==> config.mk <==
export PLATFORM = sky130hd
export DESIGN_NAME = tapv_drive
export DESIGN_NICKNAME = d
export VERILOG_FILES = /design/src/sv/tapv_pkg.sv /design/src/sv/tapv_drive.sv
export SDC_FILE = /design/constraint.sdc
export NUM_CORES = 1
export LEC_CHECK = 0
export ABC_AREA = 1
export BUFFER_PORTS_ARGS = -buffer_cell sky130_fd_sc_hd__buf_2
export CAP_MARGIN = 20
export CORE_ASPECT_RATIO = 1.4
export CORE_MARGIN = 2
export CORE_UTILIZATION = 45
export CTS_CLUSTER_SIZE = 12
export DETAILED_ROUTE_END_ITERATION = 12
export PLACE_DENSITY = 0.69
export SYNTH_ARGS = -nofsm -noshare
export SYNTH_HDL_FRONTEND = slang
export SYNTH_SLANG_ARGS = --single-unit
==> constraint.sdc <==
create_clock -name clk -period 17.8 [get_ports clk]
set_clock_uncertainty 0.1 [all_clocks]
set_input_delay 2.67 -clock clk [delete_from_list [all_inputs] [get_ports clk]]
set_output_delay 2.67 -clock clk [all_outputs]
set_load 0.05 [all_outputs]
==> src/sv/tapv_pkg.sv <==
package tapv_pkg;

  localparam int AXES       = 3;
  localparam int CLAMP_AXES = 2;    // x and y obey output_limit, z does not
  localparam int POS_W      = 32;
  localparam int GAIN_W     = 32;
  localparam int LIM_W      = 31;
  localparam int FRAC_SHIFT = 24;
  localparam int PROD_W     = POS_W + GAIN_W - FRAC_SHIFT;
  localparam int ACC_W      = PROD_W + 2;
  localparam int CFG_IDX_W  = 3;
  localparam int CFG_DATA_W = 32;

  // register indexes
  localparam logic [CFG_IDX_W-1:0] CFG_KP   = 3'd0;
  localparam logic [CFG_IDX_W-1:0] CFG_KI   = 3'd1;
  localparam logic [CFG_IDX_W-1:0] CFG_KD   = 3'd2;
  localparam logic [CFG_IDX_W-1:0] CFG_ILIM = 3'd3;
  localparam logic [CFG_IDX_W-1:0] CFG_OLIM = 3'd4;

  localparam logic [GAIN_W-1:0] RST_KP   = 32'd14763950;
  localparam logic [GAIN_W-1:0] RST_KI   = 32'd3355;
  localparam logic [GAIN_W-1:0] RST_KD   = 32'd28185723;
  localparam logic [LIM_W-1:0]  RST_ILIM = 31'd32768000;
  localparam logic [LIM_W-1:0]  RST_OLIM = 31'd0;

  typedef logic signed [POS_W-1:0]  pos_t;
  typedef logic signed [POS_W:0]    pos_ext_t;
  typedef logic        [GAIN_W-1:0] gain_t;
  typedef logic        [LIM_W-1:0]  lim_t;
  typedef logic signed [PROD_W-1:0] prod_t;
  typedef logic signed [ACC_W-1:0]  acc_t;

  typedef struct packed {
    pos_t err;
    pos_t sum;
    pos_t der;
  } terms_t;

  typedef struct packed {
    prod_t p;
    prod_t i;
    prod_t d;
  } prods_t;

  localparam pos_t POS_MAX = {1'b0, {(POS_W-1){1'b1}}};
  localparam pos_t POS_MIN = {1'b1, {(POS_W-1){1'b0}}};

  // saturate a 33-bit value to 32 bits
  function automatic pos_t sat_ext(input pos_ext_t v);
    pos_t r;
    if (v[POS_W] != v[POS_W-1]) begin
      r = v[POS_W] ? POS_MIN : POS_MAX;
    end else begin
      r = v[POS_W-1:0];
    end
    return r;
  endfunction

  // saturate the accumulated drive to 32 bits
  function automatic pos_t sat_acc(input acc_t v);
    pos_t r;
    if ((&v[ACC_W-1:POS_W-1]) || !(|v[ACC_W-1:POS_W-1])) begin
      r = v[POS_W-1:0];
    end else begin
      r = v[ACC_W-1] ? POS_MIN : POS_MAX;
    end
    return r;
  endfunction

  // clamp to [-lim, +lim]
  function automatic pos_t clamp_sym(input pos_ext_t v, input lim_t lim);
    pos_ext_t lim_s;
    pos_ext_t neg_s;
    pos_t     r;
    lim_s = $signed({2'b00, lim});
    neg_s = -lim_s;
    if (v > lim_s) begin
      r = lim_s[POS_W-1:0];
    end else if (v < neg_s) begin
      r = neg_s[POS_W-1:0];
    end else begin
      r = v[POS_W-1:0];
    end
    return r;
  endfunction

endpackage

==> src/sv/tapv_drive.sv <==
module tapv_drive (
  input  logic             clk,
  input  logic             rst_n,
  input  logic             ld,
  input  tapv_pkg::lim_t   olim,
  input  tapv_pkg::prods_t prods [tapv_pkg::AXES],
  output tapv_pkg::pos_t   drive [tapv_pkg::AXES]
);
  import tapv_pkg::*;

  pos_t drive_r [AXES];
  pos_t drive_c [AXES];
  acc_t total_c [AXES];
  pos_t sat_c   [AXES];

  always_comb begin
    for (int i = 0; i < AXES; i++) begin
      total_c[i] = acc_t'(prods[i].p) + acc_t'(prods[i].i) + acc_t'(prods[i].d);
      sat_c[i]   = sat_acc(total_c[i]);
      if ((olim != '0) && (i < CLAMP_AXES)) begin
        drive_c[i] = clamp_sym(pos_ext_t'({sat_c[i][POS_W-1], sat_c[i]}), olim);
      end else begin
        drive_c[i] = sat_c[i];
      end
    end
  end

  always_ff @(posedge clk) begin
    if (ld) begin
      drive_r <= drive_c;
    end
  end

  assign drive = drive_r;

  assert property (@(posedge clk) disable iff (!rst_n)
    (ld && (olim != '0)) |=>
      ($signed(drive_r[0]) <= $signed({1'b0, $past(olim)})) &&
      ($signed(drive_r[0]) >= -$signed({1'b0, $past(olim)})))
    else $error("x drive outside output limit");

endmodule
* Word level (Yosys, flattened, before mapping)
Cells that the tools add are included.
Word-level totals: bits in registers 96, bits of input ports 394, output and inout bits 96, logic and storage cells 39
Operators by class: $add $sub $neg 7, order comparisons 4, mux-type cells 12, reductions and logical operators 13
Operator list (number):
- 32-bit 2-to-1 mux | 12
- 41-bit by 40-bit adder with 42-bit output | 3
- 40-bit by 40-bit adder with 41-bit output | 3
- 32-bit by 33-bit < comparator with 1-bit output | 2
- 32-bit greater-than comparator | 2
- 31-bit negation with 33-bit output | 1
- 11-bit AND reduction | 3
- 11-bit OR reduction | 3
- 31-bit nonzero test | 1
- 1-bit logical NOT | 3
- 1-bit logical OR | 3

* Longest topological paths before layout
depth after elaboration 10, mapped depth 45, depth with buffers taken out 44

* Worst setup path after synthesis
OpenSTA, ideal clock, no wires.
path type input to register, start point in prods[241] (netlist bit), end point reg drive_r (netlist bit drive[91]), data pin, setup time 249 ps, arrival time 7247 ps, required time 17451 ps, path slack 10203 ps, cell stages on the path 39, path buffers 2, path through inv_1 > fa_1 > inv_1 > ha_1 > inv_1 > fa_1 > inv_1 > nand3_1 > nand3_1 > nand2_1 > nand2_2 > nand2_1 > nand2_1 > nand2_1 > nand2_1 > nand2_1 > nand2_1 > nand2_1 > (+3 left out) > buf_6 > nand2_1 > nand2_1 > inv_1 > ha_1 > a21oi_1 > o21a_1 > o221ai_1 > o21ai_0 > nand3_1 > or2_2 > nand2_1 > inv_1 > clkbuf_1 > nand3_1 > nand3_1 > nand2_1 > inv_1
RTL lines:
- start: declaration | line tapv_drive.sv:6 | input tapv_pkg::prods_t prods [tapv_pkg::AXES],
- end signal: assignment | line tapv_drive.sv:30 | drive_r <= drive_c;
- end: declaration | line tapv_drive.sv:11 | pos_t drive_r [AXES];

==> reports/qor.txt <==
largest fanout on the critical path: 32
Vias/cell: 5.14
RSZ-0062 raised after global routing: false
most frequent cells in the layout: 1042 x nand2_1, 487 x buf_2, 447 x inv_1
status: complete, no violations
ys async rst share: 0%
Yosys reg bits: 96
Crit-path slowest cell: inv_1
DR WL/cell: 16.8 um
Final Hold Vio Count: 0
Slew headroom: 28.0%
leak pwr: 13.0 nW
final worst-path cycle share: 52.9%
Worst Hold End: drive[77]
Slew @ Worst Pin: 1080 ps
height of the die: 260 um
Hold Path Stages: 3
post-route cell area: 24300 um^2
number of DRC markers in iteration 0: 1144
# setup viols final: 0
DRC: 0
Mapped Avg Cell Area: 6.55 um^2
drt pass-1 iters: 5
crit end category: flip-flop
number of global-route vias before repair: 21800
H-tree Lvls: 3
CTS root buf: clkbuf_16
number of max-cap violations: 0
Largest register FFs: 96
min Tclk post-route: 9420 ps
library cells used by synthesis: 60
non-filler cells, final: 4299
GPL Wtd Cong: 0.979
All-Layer GR Usage: 29.0%
CP most frequent cell: nand2_1
Min-Delay Path Class: in2reg
Worst setup SP type: primary input
pwr dens: 112 nW/um^2
ANT nets after route: 0
Post-CTS Resized: 0
Fmax: 0.106 GHz
Worst EP arrival: 9460 ps
Max stage delay on crit path: 700 ps
Mapped Area: 21100 um^2
Die X: 187 um
sequential share of power: 15.6%
Ys Warns: 0
Max VDD drop: 55.8 uV
data required time of the worst path: 17840 ps
prevailing post-synth register cell: edfxtp_1
hold_buf cts: 0
critical path class: in2reg
Critical path buffers and inverters: 8
Syn Nets: 3980
total die area: 48600 um^2
Post-Route Setup TNS: 0 ps
cell family with most CP delay: simple AND/OR/NAND/NOR gates
routed vias: 22100
Switching Power: 1.58 mW
worst hold start: olim[13]
GRT Residual Overflow: 0
IO Pins: 490
cell-internal power: 1.13 mW
Placement Rows: 93
Util after Layout: 52.7%
combinational group share of total power: 76.7%
largest net degree at the start of global routing: 51
Net Sw Frac: 58.4%
CTS tree: yes
first-pass GRT wire length: 110000 um
share of cells above drive strength 1: 17.4%
setup repair bufs after CTS: 0
dpl cell area: 24000 um^2
Mapped Cells: 3216
clock sinks: 96
nets@finish: 4438
DP Cell Count: 4280
P&R area growth vs syn: 15.3%
clock power share: 7.7%
IO Port Bufs: 488
Clock Path Buffers: 2
Post-synth EDFFs: 96
commonest non-fill, non-tap cell in the layout: nand2_1
Routed WL: 72200 um
Placeable Area: 46100 um^2
max-slew violation count: 0
clk slew on worst S/H paths: 70 ps
CTS Buf Count: 9
initial antenna violation count: 3
post-detail-place hpwl: 64100 um
sequential fraction of the synthesis area: 13.7%
Initial Util: 45.7%
-- Yosys cell counts (all sizes together) (8+ instances only) --
| cell | number | share of area (%) |
|---|---|---|
| o21ai | 67 | 1.7 |
| nand3 | 208 | 5.5 |
| a31oi | 20 | 0.59 |
| xnor2 | 55 | 2.3 |
| ha | 247 | 15 |
| o21bai | 19 | 0.70 |
| a21oi | 180 | 4.4 |
| buf | 38 | 1.4 |
| nand4 | 40 | 1.3 |
| nor3 | 27 | 0.86 |
| a21o | 11 | 0.39 |
| edfxtp | 96 | 14 |
| fa | 123 | 12 |
| xor2 | 61 | 2.6 |
| o22ai | 28 | 0.83 |
| nand2 | 1065 | 19 |
| inv | 480 | 8.6 |
| nor2 | 381 | 7.1 |
| nor4 | 8 | 0.30 |
-- cell type report --
| class | count | area [um^2] |
|---|---|---|
| Antenna cell | 3 | 7.51 |
| Multi-Input combinational cell | 2593 | 16000 |
| Tap cell | 617 | 772 |
| Fill cell | 4938 | 21800 |
| Inverter | 482 | 1810 |
| Clock inverter | 5 | 66.3 |
| Timing Repair Buffer | 492 | 2470 |
| Clock buffer | 11 | 233 |
| Sequential cell | 96 | 2880 |
-- logic make-up (layout without fill, tap and decap cells) --
family | after synthesis | in the layout | share of synthesized area [%]
adder cells (fa/ha/maj) | 370 | 370 | 26.4
AND/OR/NAND/NOR | 1753 | 1753 | 35.2
buffers and inverters | 527 | 990 | 10.2
AO/OA/AOI/OAI | 354 | 354 | 9.71
other | 0 | 3 | 0
XOR/XNOR | 116 | 116 | 4.86
flip-flops | 96 | 96 | 13.7
-- power groups by stage --
stage | Combinational (mW) | Sequential, mW | Clock (mW)
finish | 2.08 | 0.423 | 0.209
global route | 2.30 | 0.429 | 0.219
CTS | 2.08 | 0.423 | 0.212
detailed placement | 2.07 | 0.426 | 0
global placement | 2.06 | 0.426 | 0
floorplan | 1.20 | 0.734 | 0
-- worst min-delay path, stage by stage --
cell and delay [ps]:
buf_2 110, nor2_1 50, nor2_1 90
-- through the flow --
stage / hold slack (ps) / power (mW) / setup slack, ps
global placement: 2940 / 2.49 / 8080
detailed placement: 2940 / 2.49 / 7980
global route: 2570 / 2.94 / 7810
CTS: 2540 / 2.71 / 8370
finish: 2550 / 2.71 / 8380
floorplan: 2680 / 1.94 / 10200
-- how the worst max path moves through the flow --
stage                    start   endpoint  slack (ps)  depth (start not counted)
finish              prods[241]  drive[91]        8380                         39
floorplan           prods[241]  drive[91]       10200                         39
global route        prods[241]  drive[71]        7810                         35
global placement    prods[241]  drive[73]        8080                         35
detailed placement  prods[241]  drive[73]        7980                         35
CTS                 prods[241]  drive[73]        8370                         35
-- metal layers --
layer  vias up  GRT usage [%]  wire length, um  share of wire (%)
met5         -              0                0                  0
met4         0           18.3             4870                6.7
met3       189           3.40             3230                4.5
met2       700           55.7            37600                 52
met1      9964           29.6            26500                 37
li1      11200              -                -                  -
Power figures use the tool's default switching activity.
