### src/sv/tapv_pkg.sv
package tapv_pkg;

  localparam int AXES       = 3;
  localparam int CLAMP_AXES = 2;    // x and y obey output_limit, z does not
  localparam int POS_W      = 32;
  localparam int GAIN_W     = 32;
  localparam int LIM_W      = 31;
  localparam int FRAC_SHIFT = 24;
  localparam int PROD_W     = POS_W + GAIN_W - FRAC_SHIFT;
  localparam int ACC_W      = PROD_W + 2;
  localparam int CFG_IDX_W  = 3;
  localparam int CFG_DATA_W = 32;

  // register indexes
  localparam logic [CFG_IDX_W-1:0] CFG_KP   = 3'd0;
  localparam logic [CFG_IDX_W-1:0] CFG_KI   = 3'd1;
  localparam logic [CFG_IDX_W-1:0] CFG_KD   = 3'd2;
  localparam logic [CFG_IDX_W-1:0] CFG_ILIM = 3'd3;
  localparam logic [CFG_IDX_W-1:0] CFG_OLIM = 3'd4;

  localparam logic [GAIN_W-1:0] RST_KP   = 32'd14763950;
  localparam logic [GAIN_W-1:0] RST_KI   = 32'd3355;
  localparam logic [GAIN_W-1:0] RST_KD   = 32'd28185723;
  localparam logic [LIM_W-1:0]  RST_ILIM = 31'd32768000;
  localparam logic [LIM_W-1:0]  RST_OLIM = 31'd0;

  typedef logic signed [POS_W-1:0]  pos_t;
  typedef logic signed [POS_W:0]    pos_ext_t;
  typedef logic        [GAIN_W-1:0] gain_t;
  typedef logic        [LIM_W-1:0]  lim_t;
  typedef logic signed [PROD_W-1:0] prod_t;
  typedef logic signed [ACC_W-1:0]  acc_t;

  typedef struct packed {
    pos_t err;
    pos_t sum;
    pos_t der;
  } terms_t;

  typedef struct packed {
    prod_t p;
    prod_t i;
    prod_t d;
  } prods_t;

  localparam pos_t POS_MAX = {1'b0, {(POS_W-1){1'b1}}};
  localparam pos_t POS_MIN = {1'b1, {(POS_W-1){1'b0}}};

  // saturate a 33-bit value to 32 bits
  function automatic pos_t sat_ext(input pos_ext_t v);
    pos_t r;
    if (v[POS_W] != v[POS_W-1]) begin
      r = v[POS_W] ? POS_MIN : POS_MAX;
    end else begin
      r = v[POS_W-1:0];
    end
    return r;
  endfunction

  // saturate the accumulated drive to 32 bits
  function automatic pos_t sat_acc(input acc_t v);
    pos_t r;
    if ((&v[ACC_W-1:POS_W-1]) || !(|v[ACC_W-1:POS_W-1])) begin
      r = v[POS_W-1:0];
    end else begin
      r = v[ACC_W-1] ? POS_MIN : POS_MAX;
    end
    return r;
  endfunction

  // clamp to [-lim, +lim]
  function automatic pos_t clamp_sym(input pos_ext_t v, input lim_t lim);
    pos_ext_t lim_s;
    pos_ext_t neg_s;
    pos_t     r;
    lim_s = $signed({2'b00, lim});
    neg_s = -lim_s;
    if (v > lim_s) begin
      r = lim_s[POS_W-1:0];
    end else if (v < neg_s) begin
      r = neg_s[POS_W-1:0];
    end else begin
      r = v[POS_W-1:0];
    end
    return r;
  endfunction

endpackage

### src/sv/tapv_integ.sv
module tapv_integ (
  input  logic            clk,
  input  logic            rst_n,
  input  logic            acc,
  input  tapv_pkg::pos_t  target   [tapv_pkg::AXES],
  input  tapv_pkg::pos_t  measured [tapv_pkg::AXES],
  input  tapv_pkg::lim_t  ilim,
  output tapv_pkg::terms_t terms   [tapv_pkg::AXES]
);
  import tapv_pkg::*;

  pos_t   es_r    [AXES];
  pos_t   prev_r  [AXES];
  pos_t   older_r [AXES];
  terms_t terms_r [AXES];

  pos_t   err_c [AXES];
  pos_t   sum_c [AXES];
  pos_t   der_c [AXES];

  always_comb begin
    for (int i = 0; i < AXES; i++) begin
      err_c[i] = sat_ext(pos_ext_t'({target[i][POS_W-1], target[i]})
                       - pos_ext_t'({measured[i][POS_W-1], measured[i]}));
      // sum of a clamped value and a 32-bit error fits in 33 bits
      sum_c[i] = clamp_sym(pos_ext_t'({es_r[i][POS_W-1], es_r[i]})
                         + pos_ext_t'({err_c[i][POS_W-1], err_c[i]}), ilim);
      // derivative spans two steps
      der_c[i] = sat_ext(pos_ext_t'({err_c[i][POS_W-1], err_c[i]})
                       - pos_ext_t'({older_r[i][POS_W-1], older_r[i]}));
    end
  end

  always_ff @(posedge clk) begin
    if (!rst_n) begin
      for (int i = 0; i < AXES; i++) begin
        es_r[i]    <= '0;
        prev_r[i]  <= '0;
        older_r[i] <= '0;
      end
    end else if (acc) begin
      for (int i = 0; i < AXES; i++) begin
        es_r[i]    <= sum_c[i];
        older_r[i] <= prev_r[i];
        prev_r[i]  <= err_c[i];
      end
    end
  end

  always_ff @(posedge clk) begin
    if (acc) begin
      for (int i = 0; i < AXES; i++) begin
        terms_r[i] <= '{err: err_c[i], sum: sum_c[i], der: der_c[i]};
      end
    end
  end

  assign terms = terms_r;

  // stored x-axis sum never leaves the integral window it was clamped to
  assert property (@(posedge clk) disable iff (!rst_n)
    acc |=> ($signed(es_r[0]) <= $signed({1'b0, $past(ilim)})) &&
            ($signed(es_r[0]) >= -$signed({1'b0, $past(ilim)})))
    else $error("error sum outside integral limit");

endmodule

### config.mk
export PLATFORM = sky130hd
export DESIGN_NAME = tapv_integ
export DESIGN_NICKNAME = d
export VERILOG_FILES = /design/src/sv/tapv_pkg.sv /design/src/sv/tapv_integ.sv
export SDC_FILE = /design/constraint.sdc
export NUM_CORES = 2
export LEC_CHECK = 0
export ABC_CLOCK_PERIOD_IN_PS = 8800
export BUFFER_PORTS_ARGS = -buffer_cell sky130_fd_sc_hd__clkbuf_2
export CAP_MARGIN = 10
export CORE_MARGIN = 10
export CORE_UTILIZATION = 35
export DETAILED_ROUTE_END_ITERATION = 6
export PLACE_DENSITY = 0.54
export SLEW_MARGIN = 30
export SYNTH_ARGS = -nofsm -noshare
export SYNTH_HDL_FRONTEND = slang
export SYNTH_SLANG_ARGS = --single-unit
### constraint.sdc
create_clock -name clk -period 8.8 [get_ports clk]
set_input_delay 0.88 -clock clk [delete_from_list [all_inputs] [get_ports clk]]
set_output_delay 0.88 -clock clk [all_outputs]
set_load 0.02 [all_outputs]
# Yosys cells after proc, flatten, opt, wreduce, memory -nomap -nowiden
# Memories as Yosys holds them, arrays and structs flattened.
# Cells that the tools add are included.
[word_totals]
reg_bits = 288
latch_bits = 0
ramBits = 288
mem_bits_ro = 0
input_bits = 226
out_inout_bits = 288
wordCells = 74
memories = 3
[mem_list]
columns = ["name", "words", "width", "read_ports", "rd_clocked_by_memory_dff", "write_ports", "line_no", "rtl"]
rows = [
  ["es_r", 3, 32, 3, 0, 3, "tapv_integ.sv:12", "pos_t es_r [AXES];"],
  ["older_r", 3, 32, 3, 0, 3, "tapv_integ.sv:14", "pos_t older_r [AXES];"],
  ["prev_r", 3, 32, 3, 0, 3, "tapv_integ.sv:13", "pos_t prev_r [AXES];"],
]
[op_classes]
addsub = 10
multipliers = 0
div = 0
order_cmp = 6
eq_ne = 6
n_shift = 0
muxes = 31
bitwise_logic = 9
n_reduce_logical = 0
[op_table]
columns = ["operator", "n"]
rows = [
  ["$mux W32", 27],
  ["$sub A32 B32 Y33", 6],
  ["$add A32 B32 Y33", 3],
  ["$gt A33 B32 Y1", 3],
  ["$lt A33 B33 Y1", 3],
  ["$neg A31 Y33", 1],
  ["$or A1 B1 Y1", 9],
  ["$ne A1 B1 Y1", 6],
  ["$mux W1", 4],
]

# Longest topological paths before layout
[logic_depth]
word_depth = 8
ltp_mapped = 39

# Worst setup path after synthesis
# No wires, ideal clock.
[synth_timing]
path_type = "input-to-reg"
from = "input acc"
to = "memory es_r[0][0] (netlist bit), enable pin"
setup_time_ns = 0.702
arrival_ns = 8.285
t_required_ns = 8.098
slack_ns = -0.187
path_stages = 3
n_path_buf = 2
cell_sequence = "clkbuf_1 > clkbuf_1 > nand2b_1"
[synth_rtl]
columns = ["item", "line_no", "rtl"]
rows = [
  ["start: declaration", "tapv_integ.sv:4", "input logic acc,"],
  ["end: declaration", "tapv_integ.sv:12", ""],
]

==> flow_metrics.tcl <==
set metrics [dict create \
    synth-seq-area-share_pct 40.0 \
    dr.pass1.iters 5 \
    relSlewSlack_pct 29.6 \
    hold_start "prev_r[0][72]" \
    max_freq_mhz 120 \
    yosysWarnings 0 \
    viasPerCell 5.40 \
    synth_top_area_share_pct 40.0 \
    slew_viol_final 0 \
    fin_setup_tns_ps 0 \
    drive_gt1_share_pct 22.2 \
    io_buffer_count 513 \
    critPathLaunch "target[32]" \
    die_area_mm2 0.138 \
    rows 128 \
    die_h_um 371 \
    core_area_mm2 0.122 \
    syn_inst 4491 \
    layout.nets 6132 \
    rsz0062_at_grt "no" \
    synth_nets 5201 \
    post-place-ws_ps -749 \
    post-cts-setup-buffers 0 \
    drv_cap 0 \
    routed_wl_um 167000 \
    hpwlAfterDp_um 135000 \
    grt_start_max_net_pins 148 \
    cts_max_level 3 \
    powerDensity_mw_per_mm2 472 \
    grtUsageTotal_pct 23.3 \
    ant_nets 0 \
    place_inst 6970 \
    fin_hold_ws_ps 550 \
    start_kind "primary input" \
    final_cells 7104 \
    grt-ovfl-total 0 \
    globalplace.congestion 1.00 \
    vias 38400 \
    synth_top_area_cell "edfxtp_1" \
    worst_slack_ps 462 \
    async_reset_ff_share_pct 0 \
    first_iter_violations 2968 \
    grt_first_pass_wirelength_um 245000 \
    setup_viol 0 \
    slowest_stage "fa_1" \
    r2r_start "es_r[0][0]" \
    slowest_delay_ps 460 \
    period_needed_ps 8340 \
    worst_pin_slew_ps 1050 \
    syn_area_mm2 0.0432 \
    syn2layout_area_growth_pct 24.4 \
    path_max_fanout 9 \
    synth_ff_type "edfxtp_1" \
    synth_common_cells "edfxtp_1, ha_1, nor2_1, a21oi_1, inv_1" \
    irDropWorstVdd_v 0.000390 \
    yosys.cell_count.top_type "edfxtp_1" \
    synth_edf_count 576 \
    hp-class "flip-flop to flip-flop" \
    initial_core_util_pct 35.4 \
    cts_max_path_buffers 3 \
    worstPathArrival_ps 8850 \
    static-leakage-power_nw 24.3 \
    cts_buffers 74 \
    multi_input_comb_area_mm2 0.0243 \
    wl_per_cell_um 23.6 \
    clk_latency_ps 660 \
    fillers 12000 \
    required_ps 9310 \
    antenna_found_initial 15 \
    netlist_top_cells_area "edfxtp_1, ha_1, a21oi_1" \
    drc_errors 0 \
    cts.sinks 576 \
    run_status "finished clean" \
    synth.distinct_cells 90 \
    grt_pass1_vias 37900 \
    cp-end-kind "flip-flop" \
    min_period_over_period_pct 94.8 \
    hold_viol 0 \
    io_pins 514 \
    cts_tree "built" \
    path_class "primary input to flip-flop" \
    ys_seq_elements 576 \
    cts_root_buf "clkbuf_16" \
    fp.dieW_um 371 \
    seq_area_mm2 0.0173 \
    skew_ps 26.3 \
    synth.avg_cell_area_um2 9.62 \
    clk_transition_reported_paths_ps 60 \
]
-- state kept, by name, summed over array words and instances (netlist names) --
register / cells
terms: 288
es_r: 96
prev_r: 96
older_r: 96
-- placed cells by master (no fill, tap or decap), types with 17 or more instances in the layout --
cell / synthesis / layout
mux2i_1: 84 / 82
nor2_1: 461 / 459
o211ai_1: 44 / 44
nor4_1: 18 / 17
nor2b_1: 51 / 50
ha_1: 475 / 475
o31ai_1: 24 / 24
o21bai_1: 43 / 43
o21a_1: 60 / 60
maj3_1: 23 / 23
or3_1: 23 / 23
and3_1: 138 / 138
or2_2: 25 / 25
a21o_1: 151 / 151
a21oi_1: 382 / 381
a31oi_1: 38 / 38
xnor2_1: 168 / 166
edfxtp_1: 576 / 576
buf_4: 0 / 473
nand3_1: 75 / 75
o21ai_0: 257 / 250
a211oi_1: 62 / 61
buf_12: 0 / 19
nand4_1: 59 / 59
nor3_1: 80 / 79
nand2b_1: 54 / 53
xor2_1: 84 / 84
o22ai_1: 25 / 23
clkbuf_2: 1 / 511
nand2_1: 230 / 229
clkbuf_16: 0 / 77
inv_1: 312 / 312
and2_1: 83 / 82
-- where the power goes --
group / total [W] / switching, W / internal, W
sequential: 0.00490 / 0.000454 / 0.00444
clock: 0.00310 / 0.00125 / 0.00185
combinational: 0.0174 / 0.00990 / 0.00748
-- metrics by stage --
stage               instance area (um^2)  total power (W)  utilization, %
floorplan                          43200           0.0144               -
global placement                   51200           0.0220            41.9
detailed placement                 51200           0.0221            41.9
CTS                                53700           0.0254            43.9
global route                       53700           0.0272            44.0
finish                             53700           0.0254            44.0
-- cell type report --
type                       instances  share of cell area (%)
clock inverter                    42                   0.841
antenna                            5                  0.0233
multi-input combinational       3450                    45.2
tap                             1625                    3.78
clock buffer                      86                    3.65
inverter                         313                    2.19
sequential                       576                    32.2
timing repair buffer            1007                    12.2
-- critical path: cells and delay by family --
family	cells	cell delay [ps]
AOI/OAI and AO/OA	15	3920
adders and majority gates	5	1640
buffers and inverters	7	860
and+or+nand+nor	6	850
muxes	2	480
xor gates and xnor gates	1	220
-- worst paths after layout --
kind / endpoint / slack, ps / depth (start not counted)
hold reg to reg: older_r[0][72] / 550 / 1
setup reg to reg: terms[234] / 3250 / 25
setup / recovery: es_r[0][36] / 460 / 36
hold / removal: older_r[0][72] / 550 / 1
-- timing repair --
| action | CTS | global route |
|---|---|---|
| endpoints found under the setup margin | 5 | 64 |
| resized for setup | 4 | 10 |
| hold buffers | 0 | 0 |
-- metal layers --
layer	part of all wire [%]	wire length (um)	GRT usage, %	up-vias
met5	0.10	175	0	-
met3	7.0	11600	4.93	246
li1	-	-	-	18500
met2	46	76800	38.1	1157
met4	2.4	3950	6.00	28
met1	45	74800	31.2	18400
-- cells by family after synthesis --
family,after synthesis,share of synthesized area (%)
AO/OA/AOI/OAI,1263,18.7
XOR/XNOR,253,5.15
adder cells (fa/ha/maj),507,14.7
buffers and inverters,465,4.12
flip-flops,576,40.0
multiplexers,95,2.23
AND/OR/NAND/NOR,1332,15.1
No activity file was read; power rests on OpenSTA's default activity.
